===== src/sv/mre_pkg.sv =====
`timescale 1ns / 1ps
// ----------------------------------------------------------------------------
// mre_pkg
// Types, constants and helper functions shared by the rewrite engine files.
// ----------------------------------------------------------------------------
package mre_pkg;

  localparam int MAX_RULES  = 16;
  localparam int STEP_LIMIT = 1024;
  localparam int WORD_W     = 64;
  localparam int RIDX_W     = $clog2(MAX_RULES);

  localparam logic       OP_WRITE = 1'b0;
  localparam logic       OP_RUN   = 1'b1;
  localparam logic [1:0] REG_BPL  = 2'd0;
  localparam logic [1:0] REG_RULE_COUNT = 2'd1;

  typedef enum logic [1:0] {
    RS_NO_MATCH = 2'd0,
    RS_TERMINAL = 2'd1,
    RS_TIMEOUT  = 2'd2
  } run_status_t;

  typedef struct packed {
    logic        operation;
    logic [3:0]  rule_index;
    logic [31:0] pattern_word;
    logic [5:0]  pattern_letters;
    logic [31:0] replacement_word;
    logic [5:0]  replacement_letters;
    logic        terminal;
    logic [63:0] start_word;
    logic [6:0]  start_length;
  } in_data_t;

  typedef struct packed {
    logic [63:0] final_word;
    logic [6:0]  final_length;
    logic [15:0] step_count;
    logic [1:0]  run_status;
  } out_data_t;

  typedef enum logic [3:0] {
    ST_IDLE, ST_INIT, ST_CHECK, ST_READ, ST_SETUP,
    ST_SCAN, ST_FIRE, ST_SPLICE, ST_DONE
  } state_t;

  typedef struct packed {
    logic        wr_rule;
    logic        start;
    logic        run_init;
    logic        step_init;
    logic        rd_rule;
    logic        next_rule;
    logic        setup;
    logic        advance;
    logic        fire;
    logic        commit;
    logic        finish;
    logic [1:0]  finish_code;
    logic        load_out;
  } cmd_t;

  typedef struct packed {
    logic bpl_zero;
    logic too_long;
    logic limit_hit;
    logic rules_done;
    logic plen_bad;
    logic pos_ok;
    logic hit;
    logic term;
    logic overflow;
    logic out_free;
  } sts_t;

  // ones in the low n bits, all ones at 64 or more
  function automatic logic [63:0] low_mask(input logic [10:0] n);
    low_mask = ~({64{1'b1}} << n);
  endfunction

  // letters that fit in the word for a given letter size
  function automatic logic [6:0] capacity(input logic [3:0] bpl);
    case (bpl)
      4'd1:    capacity = 7'd64;
      4'd2:    capacity = 7'd32;
      4'd3:    capacity = 7'd21;
      4'd4:    capacity = 7'd16;
      4'd5:    capacity = 7'd12;
      4'd6:    capacity = 7'd10;
      4'd7:    capacity = 7'd9;
      4'd8:    capacity = 7'd8;
      4'd9:    capacity = 7'd7;
      4'd10:   capacity = 7'd6;
      4'd11:   capacity = 7'd5;
      4'd12:   capacity = 7'd5;
      default: capacity = 7'd4;
    endcase
  endfunction

endpackage


===== src/sv/mre_ctrl.sv =====
`timescale 1ns / 1ps
// ----------------------------------------------------------------------------
// mre_ctrl
// Sequencer for rule writes and rewrite runs; drives the datapath by commands.
// ----------------------------------------------------------------------------
module mre_ctrl (
  input  logic          clk,
  input  logic          rst_n,
  input  logic          in_valid,
  input  logic          in_op,
  output logic          in_ready,
  input  mre_pkg::sts_t sts,
  output mre_pkg::cmd_t cmd
);
  import mre_pkg::*;

  state_t state_r, state_nxt;

  always_ff @(posedge clk) begin
    if (!rst_n) begin
      state_r <= ST_IDLE;
    end else begin
      state_r <= state_nxt;
    end
  end

  always_comb begin
    state_nxt = state_r;
    cmd = '0;
    in_ready = (state_r == ST_IDLE);
    case (state_r)
      ST_IDLE: begin
        if (in_valid && in_op == OP_WRITE) begin
          cmd.wr_rule = 1'b1;
        end else if (in_valid) begin
          cmd.start = 1'b1;
          state_nxt = ST_INIT;
        end
      end
      ST_INIT: begin
        if (sts.bpl_zero) begin
          cmd.finish = 1'b1;
          cmd.finish_code = RS_NO_MATCH;
          state_nxt = ST_DONE;
        end else if (sts.too_long) begin
          cmd.finish = 1'b1;
          cmd.finish_code = RS_TIMEOUT;
          state_nxt = ST_DONE;
        end else begin
          cmd.run_init = 1'b1;
          state_nxt = ST_CHECK;
        end
      end
      ST_CHECK: begin
        if (sts.limit_hit) begin
          cmd.finish = 1'b1;
          cmd.finish_code = RS_TIMEOUT;
          state_nxt = ST_DONE;
        end else begin
          cmd.step_init = 1'b1;
          state_nxt = ST_READ;
        end
      end
      ST_READ: begin
        if (sts.rules_done) begin
          cmd.finish = 1'b1;
          cmd.finish_code = RS_NO_MATCH;
          state_nxt = ST_DONE;
        end else begin
          cmd.rd_rule = 1'b1;
          state_nxt = ST_SETUP;
        end
      end
      ST_SETUP: begin
        if (sts.plen_bad) begin
          cmd.next_rule = 1'b1;
          state_nxt = ST_READ;
        end else begin
          cmd.setup = 1'b1;
          state_nxt = ST_SCAN;
        end
      end
      ST_SCAN: begin
        if (!sts.pos_ok) begin
          cmd.next_rule = 1'b1;
          state_nxt = ST_READ;
        end else if (sts.hit) begin
          state_nxt = ST_FIRE;
        end else begin
          cmd.advance = 1'b1;
        end
      end
      ST_FIRE: begin
        cmd.fire = 1'b1;
        if (sts.term) begin
          cmd.finish = 1'b1;
          cmd.finish_code = RS_TERMINAL;
          state_nxt = ST_DONE;
        end else if (sts.overflow) begin
          cmd.finish = 1'b1;
          cmd.finish_code = RS_TIMEOUT;
          state_nxt = ST_DONE;
        end else begin
          state_nxt = ST_SPLICE;
        end
      end
      ST_SPLICE: begin
        cmd.commit = 1'b1;
        state_nxt = ST_CHECK;
      end
      ST_DONE: begin
        if (sts.out_free) begin
          cmd.load_out = 1'b1;
          state_nxt = ST_IDLE;
        end
      end
      default: begin
        state_nxt = ST_IDLE;
      end
    endcase
  end

endmodule


===== src/sv/mre_dp.sv =====
`timescale 1ns / 1ps
// ----------------------------------------------------------------------------
// mre_dp
// Rule memory, word registers, position scanner, splice unit and result
// register of the rewrite engine.
// ----------------------------------------------------------------------------
module mre_dp (
  input  logic              clk,
  input  logic              rst_n,
  input  logic              cfg_we,
  input  logic [1:0]        cfg_addr,
  input  logic [4:0]        cfg_wdata,
  input  mre_pkg::in_data_t in_data,
  input  mre_pkg::cmd_t     cmd,
  output mre_pkg::sts_t     sts,
  input  logic              out_ready,
  output logic              out_valid,
  output mre_pkg::out_data_t out_data
);
  import mre_pkg::*;

  // rule memory
  logic [31:0] pat_mem [MAX_RULES];
  logic [5:0]  plen_mem [MAX_RULES];
  logic [31:0] rep_mem [MAX_RULES];
  logic [5:0]  rlen_mem [MAX_RULES];
  logic        term_mem [MAX_RULES];

  logic [31:0] rd_pat_r;
  logic [5:0]  rd_plen_r;
  logic [31:0] rd_rep_r;
  logic [5:0]  rd_rlen_r;
  logic        rd_term_r;

  logic [3:0]  bpl_r;
  logic [4:0]  count_r;
  logic [4:0]  nrules;

  logic [63:0] word_r, word_nxt;
  logic [6:0]  len_r, len_nxt;
  logic [15:0] steps_r;
  logic [1:0]  status_r;
  logic [4:0]  k_r;

  logic [63:0] mask_r, patm_r, sw_r;
  logic [9:0]  plb_r;
  logic [6:0]  pos_r;
  logic [10:0] sh_r;

  logic [63:0] tail_r, low_r, repm_r;
  logic [10:0] sh2_r;
  logic [6:0]  nlen_r;

  logic [6:0]  cap;
  logic [9:0]  plb;
  logic [63:0] pmask;
  logic [7:0]  nlen;
  logic [10:0] cut;
  logic [10:0] rb;
  logic [63:0] spliced;

  logic        out_valid_r;
  out_data_t   out_data_r;

  always_ff @(posedge clk) begin
    if (!rst_n) begin
      bpl_r   <= 4'd1;
      count_r <= 5'd0;
    end else if (cfg_we) begin
      case (cfg_addr)
        REG_BPL:        bpl_r   <= cfg_wdata[3:0];
        REG_RULE_COUNT: count_r <= cfg_wdata;
        default: ;
      endcase
    end
  end

  assign nrules = (count_r > 5'(MAX_RULES)) ? 5'(MAX_RULES) : count_r;
  assign cap    = capacity(bpl_r);

  always_ff @(posedge clk) begin
    if (cmd.wr_rule) begin
      pat_mem[in_data.rule_index]  <= in_data.pattern_word;
      plen_mem[in_data.rule_index] <= in_data.pattern_letters;
      rep_mem[in_data.rule_index]  <= in_data.replacement_word;
      rlen_mem[in_data.rule_index] <= in_data.replacement_letters;
      term_mem[in_data.rule_index] <= in_data.terminal;
    end
    if (cmd.rd_rule) begin
      rd_pat_r  <= pat_mem[k_r[RIDX_W-1:0]];
      rd_plen_r <= plen_mem[k_r[RIDX_W-1:0]];
      rd_rep_r  <= rep_mem[k_r[RIDX_W-1:0]];
      rd_rlen_r <= rlen_mem[k_r[RIDX_W-1:0]];
      rd_term_r <= term_mem[k_r[RIDX_W-1:0]];
    end
  end

  assign plb   = 10'(rd_plen_r * bpl_r);
  assign pmask = low_mask({1'b0, plb});
  assign nlen  = 8'(len_r) - 8'(rd_plen_r) + 8'(rd_rlen_r);
  assign cut   = sh_r + 11'(plb_r);
  assign rb    = 11'(rd_rlen_r * bpl_r);

  assign spliced = low_r | (repm_r << sh_r) | (tail_r << sh2_r);

  always_comb begin
    word_nxt = word_r;
    len_nxt  = len_r;
    if (cmd.start) begin
      word_nxt = in_data.start_word;
      len_nxt  = in_data.start_length;
    end else if (cmd.run_init) begin
      word_nxt = word_r & low_mask(11'(len_r * bpl_r));
    end else if (cmd.commit) begin
      word_nxt = spliced & low_mask(11'(nlen_r * bpl_r));
      len_nxt  = nlen_r;
    end
  end

  always_ff @(posedge clk) begin
    word_r <= word_nxt;
    len_r  <= len_nxt;
    if (cmd.start)     steps_r  <= '0;
    if (cmd.fire)      steps_r  <= steps_r + 16'd1;
    if (cmd.finish)    status_r <= cmd.finish_code;
    if (cmd.step_init) k_r      <= '0;
    if (cmd.next_rule) k_r      <= k_r + 5'd1;
    if (cmd.setup) begin
      mask_r <= pmask;
      patm_r <= {32'd0, rd_pat_r} & pmask;
      plb_r  <= plb;
      sw_r   <= word_r;
      pos_r  <= '0;
      sh_r   <= '0;
    end else if (cmd.advance) begin
      sw_r  <= sw_r >> bpl_r;
      pos_r <= pos_r + 7'd1;
      sh_r  <= sh_r + 11'(bpl_r);
    end
    if (cmd.fire) begin
      // split the word around the match
      tail_r <= word_r >> cut;
      low_r  <= word_r & low_mask(sh_r);
      repm_r <= {32'd0, rd_rep_r} & low_mask(rb);
      sh2_r  <= sh_r + rb;
      nlen_r <= nlen[6:0];
    end
  end

  always_ff @(posedge clk) begin
    if (!rst_n) begin
      out_valid_r <= 1'b0;
    end else if (cmd.load_out) begin
      out_valid_r <= 1'b1;
    end else if (out_ready) begin
      out_valid_r <= 1'b0;
    end
  end

  always_ff @(posedge clk) begin
    if (cmd.load_out) begin
      out_data_r.final_word   <= word_r;
      out_data_r.final_length <= len_r;
      out_data_r.step_count   <= steps_r;
      out_data_r.run_status   <= status_r;
    end
  end

  assign out_valid = out_valid_r;
  assign out_data  = out_data_r;

  always_comb begin
    sts.bpl_zero   = (bpl_r == 4'd0);
    sts.too_long   = (len_r > cap);
    sts.limit_hit  = (steps_r >= 16'(STEP_LIMIT));
    sts.rules_done = (k_r >= nrules);
    sts.plen_bad   = (rd_plen_r == 6'd0) || (7'(rd_plen_r) > len_r);
    sts.pos_ok     = ((8'(pos_r) + 8'(plb_r == 10'd0 ? 6'd0 : rd_plen_r)) <= 8'(len_r))
                     && (sh_r < 11'(WORD_W));
    sts.hit        = ((sw_r & mask_r) == patm_r);
    sts.term       = rd_term_r;
    sts.overflow   = (nlen > 8'(cap));
    sts.out_free   = !out_valid_r || out_ready;
  end

endmodule


===== src/sv/markov_rewrite_engine.sv =====
`timescale 1ns / 1ps
// ----------------------------------------------------------------------------
// markov_rewrite_engine
// Markov-algorithm string rewriter with a 16-entry rule table.
// ----------------------------------------------------------------------------
// A run sets up and then, in each rewrite step, reads and sets up each rule
// tried, scans the word for each rule whose pattern is checked, and fires and
// splices a rule that matches; the position scanner compares one position per
// cycle. One run is in flight at a time; the result waits in an output
// register so the next request can be taken while it is pending.
module markov_rewrite_engine (
  input  logic                clk,
  input  logic                rst_n,
  input  logic                in_valid,
  output logic                in_ready,
  input  mre_pkg::in_data_t   in_data,
  output logic                out_valid,
  input  logic                out_ready,
  output mre_pkg::out_data_t  out_data,
  input  logic                cfg_we,
  input  logic [1:0]          cfg_addr,
  input  logic [4:0]          cfg_wdata
);
  import mre_pkg::*;

  cmd_t cmd;
  sts_t sts;

  mre_ctrl u_ctrl (
    .clk      (clk),
    .rst_n    (rst_n),
    .in_valid (in_valid),
    .in_op    (in_data.operation),
    .in_ready (in_ready),
    .sts      (sts),
    .cmd      (cmd)
  );

  mre_dp u_dp (
    .clk       (clk),
    .rst_n     (rst_n),
    .cfg_we    (cfg_we),
    .cfg_addr  (cfg_addr),
    .cfg_wdata (cfg_wdata),
    .in_data   (in_data),
    .cmd       (cmd),
    .sts       (sts),
    .out_ready (out_ready),
    .out_valid (out_valid),
    .out_data  (out_data)
  );

`ifndef ASSERT_OFF
  a_run_busy: assert property (@(posedge clk) disable iff (!rst_n)
    in_valid && in_ready && in_data.operation == OP_RUN |=> !in_ready)
    else $error("run request did not make the engine busy");

  a_step_bound: assert property (@(posedge clk) disable iff (!rst_n)
    out_valid |-> out_data.step_count <= 16'(STEP_LIMIT))
    else $error("step count beyond limit");

  a_status_code: assert property (@(posedge clk) disable iff (!rst_n)
    out_valid |-> out_data.run_status != 2'd3)
    else $error("undefined run status");

  a_load_free: assert property (@(posedge clk) disable iff (!rst_n)
    cmd.load_out |-> !out_valid || out_ready)
    else $error("result overwritten before taken");
`endif

endmodule


===== config.mk =====
export PLATFORM = sky130hd
export DESIGN_NAME = markov_rewrite_engine
export DESIGN_NICKNAME = d
export VERILOG_FILES = /design/src/sv/mre_pkg.sv /design/src/sv/mre_ctrl.sv /design/src/sv/mre_dp.sv /design/src/sv/markov_rewrite_engine.sv
export SDC_FILE = /design/constraint.sdc
export NUM_CORES = 2
export LEC_CHECK = 0
export BUFFER_PORTS_ARGS = -buffer_cell sky130_fd_sc_hd__buf_4
export CORE_ASPECT_RATIO = 1.1
export CORE_MARGIN = 2
export CORE_UTILIZATION = 50
export DETAILED_ROUTE_END_ITERATION = 7
export PLACE_DENSITY_LB_ADDON = 0.25
export RECOVER_POWER = 100
export SLEW_MARGIN = 5
export SYNTH_ARGS = -nofsm -noshare
export SYNTH_HDL_FRONTEND = slang
export SYNTH_SLANG_ARGS = --single-unit

===== constraint.sdc =====
create_clock -name clk -period 11.4 [get_ports clk]
set_input_delay 0.57 -clock clk [delete_from_list [all_inputs] [get_ports clk]]
set_output_delay 0.57 -clock clk [all_outputs]
set_load 0.01 [all_outputs]

# Word-level counts from Yosys, hierarchy flattened
# Memories as Yosys holds them, arrays and structs flattened. A register that Yosys moved wholly into a read port is not among the register bits.
# Cells that the tools add are included.
[word_totals] out_inout_bits=91 rom_bits=112 ram_bits=1232 word_cells=172 regBits=627 n_memories=6 latchBits=0
[classes] reduce_logical=20 add_sub_neg=9 n_eq_ne=15 magnitude_cmp=8 div=0 muxes=63 n_shift=9 mul=4 n_bitwise=14
[memory_table] memory="u_dp.pat_mem" depth=16 word_bits=32 rd=1 rd_clocked_by_memory_dff=1 wr=1 line_no="mre_dp.sv:23" text="logic [31:0] pat_mem [MAX_RULES];"
[memory_table] memory="u_dp.rep_mem" depth=16 word_bits=32 rd=1 rd_clocked_by_memory_dff=1 wr=1 line_no="mre_dp.sv:25" text="logic [31:0] rep_mem [MAX_RULES];"
[memory_table] memory="(no name shown)" depth=16 word_bits=7 rd=1 rd_clocked_by_memory_dff=1 wr=0 line_no="mre_pkg.sv:84" text="case (bpl)"
[memory_table] memory="u_dp.plen_mem" depth=16 word_bits=6 rd=1 rd_clocked_by_memory_dff=1 wr=1 line_no="mre_dp.sv:24" text="logic [5:0] plen_mem [MAX_RULES];"
[memory_table] memory="u_dp.rlen_mem" depth=16 word_bits=6 rd=1 rd_clocked_by_memory_dff=1 wr=1 line_no="mre_dp.sv:26" text="logic [5:0] rlen_mem [MAX_RULES];"
[memory_table] memory="u_dp.term_mem" depth=16 word_bits=1 rd=1 rd_clocked_by_memory_dff=1 wr=1 line_no="mre_dp.sv:27" text="logic term_mem [MAX_RULES];"
[op_table] operator="$mux W64" n=5
[op_table] operator="$not A64 Y64" n=5
[op_table] operator="$and A64 B64 Y64" n=4
[op_table] operator="$shl A64 B11 Y64 const A" n=3
[op_table] operator="$and A32 B64 Y64" n=2
[op_table] operator="$or A64 B64 Y64" n=2
[op_table] operator="$shl A64 B10 Y64 const A" n=2
[op_table] operator="$shl A64 B11 Y64" n=2
[op_table] operator="$eq A64 B64 Y1" n=1
[op_table] operator="$shr A64 B11 Y64" n=1
[op_table] operator="$shr A64 B4 Y64" n=1
[op_table] operator="$mux W4" n=13
[op_table] operator="$pmux W4 S9" n=1
[op_table] operator="$mux W16" n=2
[op_table] operator="$mux W1" n=25
[op_table] operator="$add A11 B10 Y11" n=2
[op_table] operator="$mul A7 B4 Y11" n=2
[op_table] operator="$mux W3" n=7
[op_table] operator="$mux W7" n=3
[op_table] operator="$mul A6 B4 Y10" n=2
[op_table] operator="$add A16 B1 Y16 const B" n=1
[op_table] operator="$eq A4 B3 Y1 const B" n=4
[op_table] operator="$ge A16 B11 Y1 const B" n=1
[op_table] operator="$mux W5" n=3
[op_table] operator="36 further kinds" n=48

# Longest topological paths before layout
[depth] ltp_word=9 mapped_depth=22

# Modules after synthesis
# Synthesis repeated with hierarchy kept, for this count alone.
[unflattened] hier_cells=6150 hier_area_um2=93702.4
[modules_own_cells] mod="mre_dp" area_per_inst_um2=93244.4 cells_per_inst=6091 seq_area_each_um2=55953.7 instances=1
[modules_own_cells] mod="mre_ctrl" area_per_inst_um2=457.9 cells_per_inst=59 seq_area_each_um2=80.1 instances=1

# Least setup slack after synthesis
# No wires, ideal clock.
[synth_path] kind="register to register" start="register u_dp.k_r[0]" end="register u_dp.rd_pat_r[0] (read register of u_dp.pat_mem), enable pin" arrival_ns=7.460 slack_ns=3.331 stages_incl_launch_ff=12 setup_ns=0.609 t_required_ns=10.791 path_buffers=3 path_cell_list="edfxtp_1 -> clkbuf_1 -> clkbuf_1 -> buf_1 -> inv_1 -> ha_1 -> nand2b_1 -> a21oi_1 -> nor2b_1 -> o21ai_0 -> a21oi_1 -> nor3_1"
[synth_rtl] item="start, declared" line_no="mre_dp.sv:43" text="logic [4:0] k_r;"
[synth_rtl] item="start signal, assigned" line_no="mre_dp.sv:127" text="if (cmd.next_rule) k_r <= k_r + 5'd1;"
[synth_rtl] item="end, declared" line_no="mre_dp.sv:29" text="logic [31:0] rd_pat_r;"

# Worst setup path in the final report
[layout_path] start="register u_dp.len_r[1]" end="register u_dp.patm_r[0], enable pin"
[layout_between] elab_chain_len=4
[layout_rtl] item="start, declared" line_no="mre_dp.sv:40" text="logic [6:0] len_r, len_nxt;"
[layout_rtl] item="start signal, assigned" line_no="mre_dp.sv:122" text="len_r <= len_nxt;"
[layout_rtl] item="$gt A6 B7 Y1" line_no="mre_dp.sv:177" text="sts.plen_bad = (rd_plen_r == 6'd0) || (7'(rd_plen_r) > len_r);"
[layout_rtl] item="$logic_or A1 B1 Y1" line_no="mre_dp.sv:177"
[layout_rtl] item="$mux W1" line_no="mre_ctrl.sv:75" text="if (sts.plen_bad) begin"
[layout_rtl] item="$mux W1" line_no="mre_ctrl.sv:31" text="case (state_r)"
[layout_rtl] item="end signal, assigned" line_no="mre_dp.sv:130" text="patm_r <= {32'd0, rd_pat_r} & pmask;"
[layout_rtl] item="end, declared" line_no="mre_dp.sv:45" text="logic [63:0] mask_r, patm_r, sw_r;"
# Every way passes these cells.
# A chain may end at the register's enable or synchronous reset.

==> results.md <==
* Die Outline Area at 189000 sq um
* Final standard cell utilization of the core at 56.2%
* Required time of the critical path at 11.59 ns
* First-pass GRT wire length at 441 mm
* Register bit count reported by yosys at 1879
* Run status: finished with violations
* Post-layout total power at 15100 uW
* Crit path kind: reg2reg
* Total Neg Setup Slack at 0 ns
* WL/cell at 34.4 um
* Count of endpoints failing setup in the final report at 0
* Post-route fraction of the period consumed by the critical path at 70.9%
* Initial DRT Pass Iterations at 8
* PD cells at 146 nW/um^2
* Input/output buffers at 255
* RSZ-0062 raised after global routing: no
* Overall routed net length at 314 mm
* Leading cell types by total area after synthesis: edfxtp_1 (59%), mux4_2 (14%), mux2i_1 (3.5%), nand2_1 (2.0%), ha_1 (1.8%)
* DRC at 0
* CTS root buffer: clkbuf_16
* TritonCTS clock tree: built
* Count of standard-cell rows at 165
* Data arrival at the endpoint of the critical path at 8.27 ns
* Routing usage on met3 at 5.47%
* Leakage component of the power at 0.0348 uW
* Routed via count at 61.3k
* Seq/Total Area, Yosys at 60.3%
* Critical Path Sink Type: flip-flop
* Initial standard-cell utilization of the core at 50.4%
* Clock input transition at the sequential cells of the worst setup and hold paths at 0.07 ns
* Endpoint of the worst register-to-register path: u_dp.patm_r[0]$_DFFE_PP_
* Worst IR Drop VDD at 174 uV
* Dominant cell type by area after synthesis: edfxtp_1
* Global route total overflow at 0
* Number of sinks driven by the clock tree at 1879
* Most common cell in the synthesized netlist: edfxtp_1
* Max frequency at 124 MHz
* Inserted Clock Buffers at 184
* Initial DRC Count at 8887
* Average cell area after synthesis at 14.9 sq um
* Most congested layer reported by global routing: met2
* Pin count of the biggest net entering global routing at 141
* Internal reg-to-reg setup slack at 3.32 ns
* Crit-path max FO at 95
* Footprint of the flip-flops and latches at 56000 sq um
* Antenna violations before repair at 30
* Max Cap Violations at 52
* Violated checks: capacitance limit, slew limit
* Share of final-layout standard cells stronger than drive strength 1 at 17.0%
* Sink of the worst hold path: u_dp.word_r[14]$_DFFE_PP_
* Library cells used by synthesis at 89
* Number of resized instances in the post-cts repair step at 0
* Maximum buffer depth of the clock tree at 3
* Slew Limit Headroom at -192%
* Hold depth at 2
* Global router's overall resource usage at 32.6%
* Classification of the worst-slack hold path: in2reg
* Final GP Congestion at 1.08
* Final hold violation count at 0
* Cell area after synthesis at 93000 sq um
* Met1 layer usage reported by global route at 41.5%
* Reg-to-Reg Start: u_dp.len_r[1]$_DFFE_PP_
* Maximum level of the CTS H-tree at 4
* Core footprint at 184000 sq um
* Worst slew pin tran at 4.38 ns
* Area added between synthesis and finish at 11.5%
* Detailed-route vias per instance at 6.72
* Fin crit period at 8.08 ns
* Top post-synthesis cells by count: edfxtp_1 (1840), mux4_2 (585), nand2_1 (506), nor2_1 (427), mux2i_1 (328)
* Max-slew violation count at 2250
* FFs w/ async S/R, synth at 0%
* Share of the synthesized area in the top cell type at 59.4%
* Die outline height at 456 um
* Worst Skew at 0.0813 ns
* Post-Syn Instances at 6241
* Post-DRT Antenna Nets at 0
* Top_reg_cell synth: edfxtp_1
* Count of pins on the block boundary at 256
* Worst min-delay path startpoint: in_data[21]
* Chip width at 415 um
* Nets in the synthesized netlist at 6589
* Net count reported at finish at 6875
* Clk_lat worst skew at 0.87 ns
* EDFF count, synth at 1840
* Area of combinational cells with multiple inputs at 34900 sq um
* Critical Path Source Type: flip-flop
* Number of inserted filler cells in the final layout at 14.6k
* Via count of the first global-routing pass at 58.9k
* Cell count of the worst reg-to-reg path at 11
* Number of warnings reported in the yosys synthesis log at 0
* Detailed Place HPWL at 209 mm
* Met2 usage in global routing at 52.0%
[cells by family after synthesis]
| group | after synthesis | share of synthesized area (%) |
|---|---|---|
| DFF | 1879 | 60.3 |
| and+or+nand+nor | 1436 | 7.04 |
| AOI/OAI and AO/OA | 1100 | 7.90 |
| muxes | 976 | 18.6 |
| buffers and inverters | 566 | 2.42 |
| adders and majority gates | 183 | 2.83 |
| xor gates and xnor gates | 101 | 0.952 |
[registers in the layout, indices dropped and copies added, names as in the netlist, 89 cells and up]
signal / flops
u_dp.out_data: 89
u_dp.plen_mem: 96
u_dp.rlen_mem: 96
u_dp.pat_mem: 512
u_dp.rep_mem: 512
[power breakdown]
group          switching [uW]  internal, uW
Sequential                242          7740
Clock                    2710          3230
Combinational             794           375
[layout make-up]
class	instances	share of cell area, %
clock buffers	243	4.73
well taps	2421	2.92
repair buffers	502	3.02
diodes	12	0.0290
flip-flops and latches	1879	54.1
inverters	164	0.598
multi-input cells	3796	33.7
clock inverters	96	0.938
[per-stage QoR]
step           cell area [sq um]  cells  hold slack (ns)  setup WS (ns)
5_1_grt                   104000   9107           0.0166           2.72
4_1_cts                   105000   9099          0.00123           5.50
6_report                  104000   9113           0.0478           3.32
2_1_floorplan              93000   6241            0.400           3.33
3_3_place_gp               97700   8664            0.425           5.60
3_5_place_dp               97700   8664            0.422           5.49
[critical path, cell delays in order (launching register included)]
cell	delay [ns]
edfxtp_1	0.67
inv_1	0.29
ha_1	0.38
nor2b_1	0.13
o21a_1	0.12
o21a_1	0.11
o211ai_1	0.08
a21o_1	0.19
nand4_1	0.11
clkbuf_1	0.46
clkinvlp_2	2.94
clkbuf_2	1.80
[routing by layer]
layer  vias to the layer above  wire length (um)
met4                        24             25100
met2                      3585            148000
met5                         -               182
met3                       894             24000
li1                      25400                 -
met1                     31400            116000
[cells in the final DEF (no fill, tap or decap), types with 50 or more instances in the layout]
master and instances:
nand3_1 79, o211ai_1 50, ha_1 136, edfxtp_1 1840
inv_1 151, a211oi_1 54, dlygate4sd3_1 96, and2_1 69
nand2_1 505, o22ai_1 54, mux2i_1 328, clkbuf_16 184
xor2_1 53, nor2_1 412, nor3_1 77, buf_4 160
mux2_2 55, mux4_2 585, a21oi_1 273, clkbuf_1 291
o21a_1 52, o21ai_0 192
[worst max-delay path by stage]
stage	startpoint	endpoint	slack, ns	depth (start not counted)
floorplan	u_dp.k_r[0]$_SDFFCE_PN0P_	u_dp.rd_pat_r[0]$_DFFE_PP_	3.33	11
global placement	u_dp.bpl_r[2]$_SDFFE_PN0P_	u_dp.word_r[0]$_DFFE_PP_	5.60	17
detailed placement	u_dp.bpl_r[2]$_SDFFE_PN0P_	u_dp.word_r[0]$_DFFE_PP_	5.49	17
CTS	u_dp.bpl_r[2]$_SDFFE_PN0P_	u_dp.word_r[0]$_DFFE_PP_	5.50	17
global route	u_dp.len_r[1]$_DFFE_PP_	u_dp.patm_r[0]$_DFFE_PP_	2.72	11
finish	u_dp.len_r[1]$_DFFE_PP_	u_dp.patm_r[0]$_DFFE_PP_	3.32	11
[repair_timing]
action | 4_1_cts | 5_1_grt
setup buffers | 0 | 0
hold buffers | 96 | 0
endpoints found under the hold margin | 1180 | 0
(Power assumes the default switching activity.)
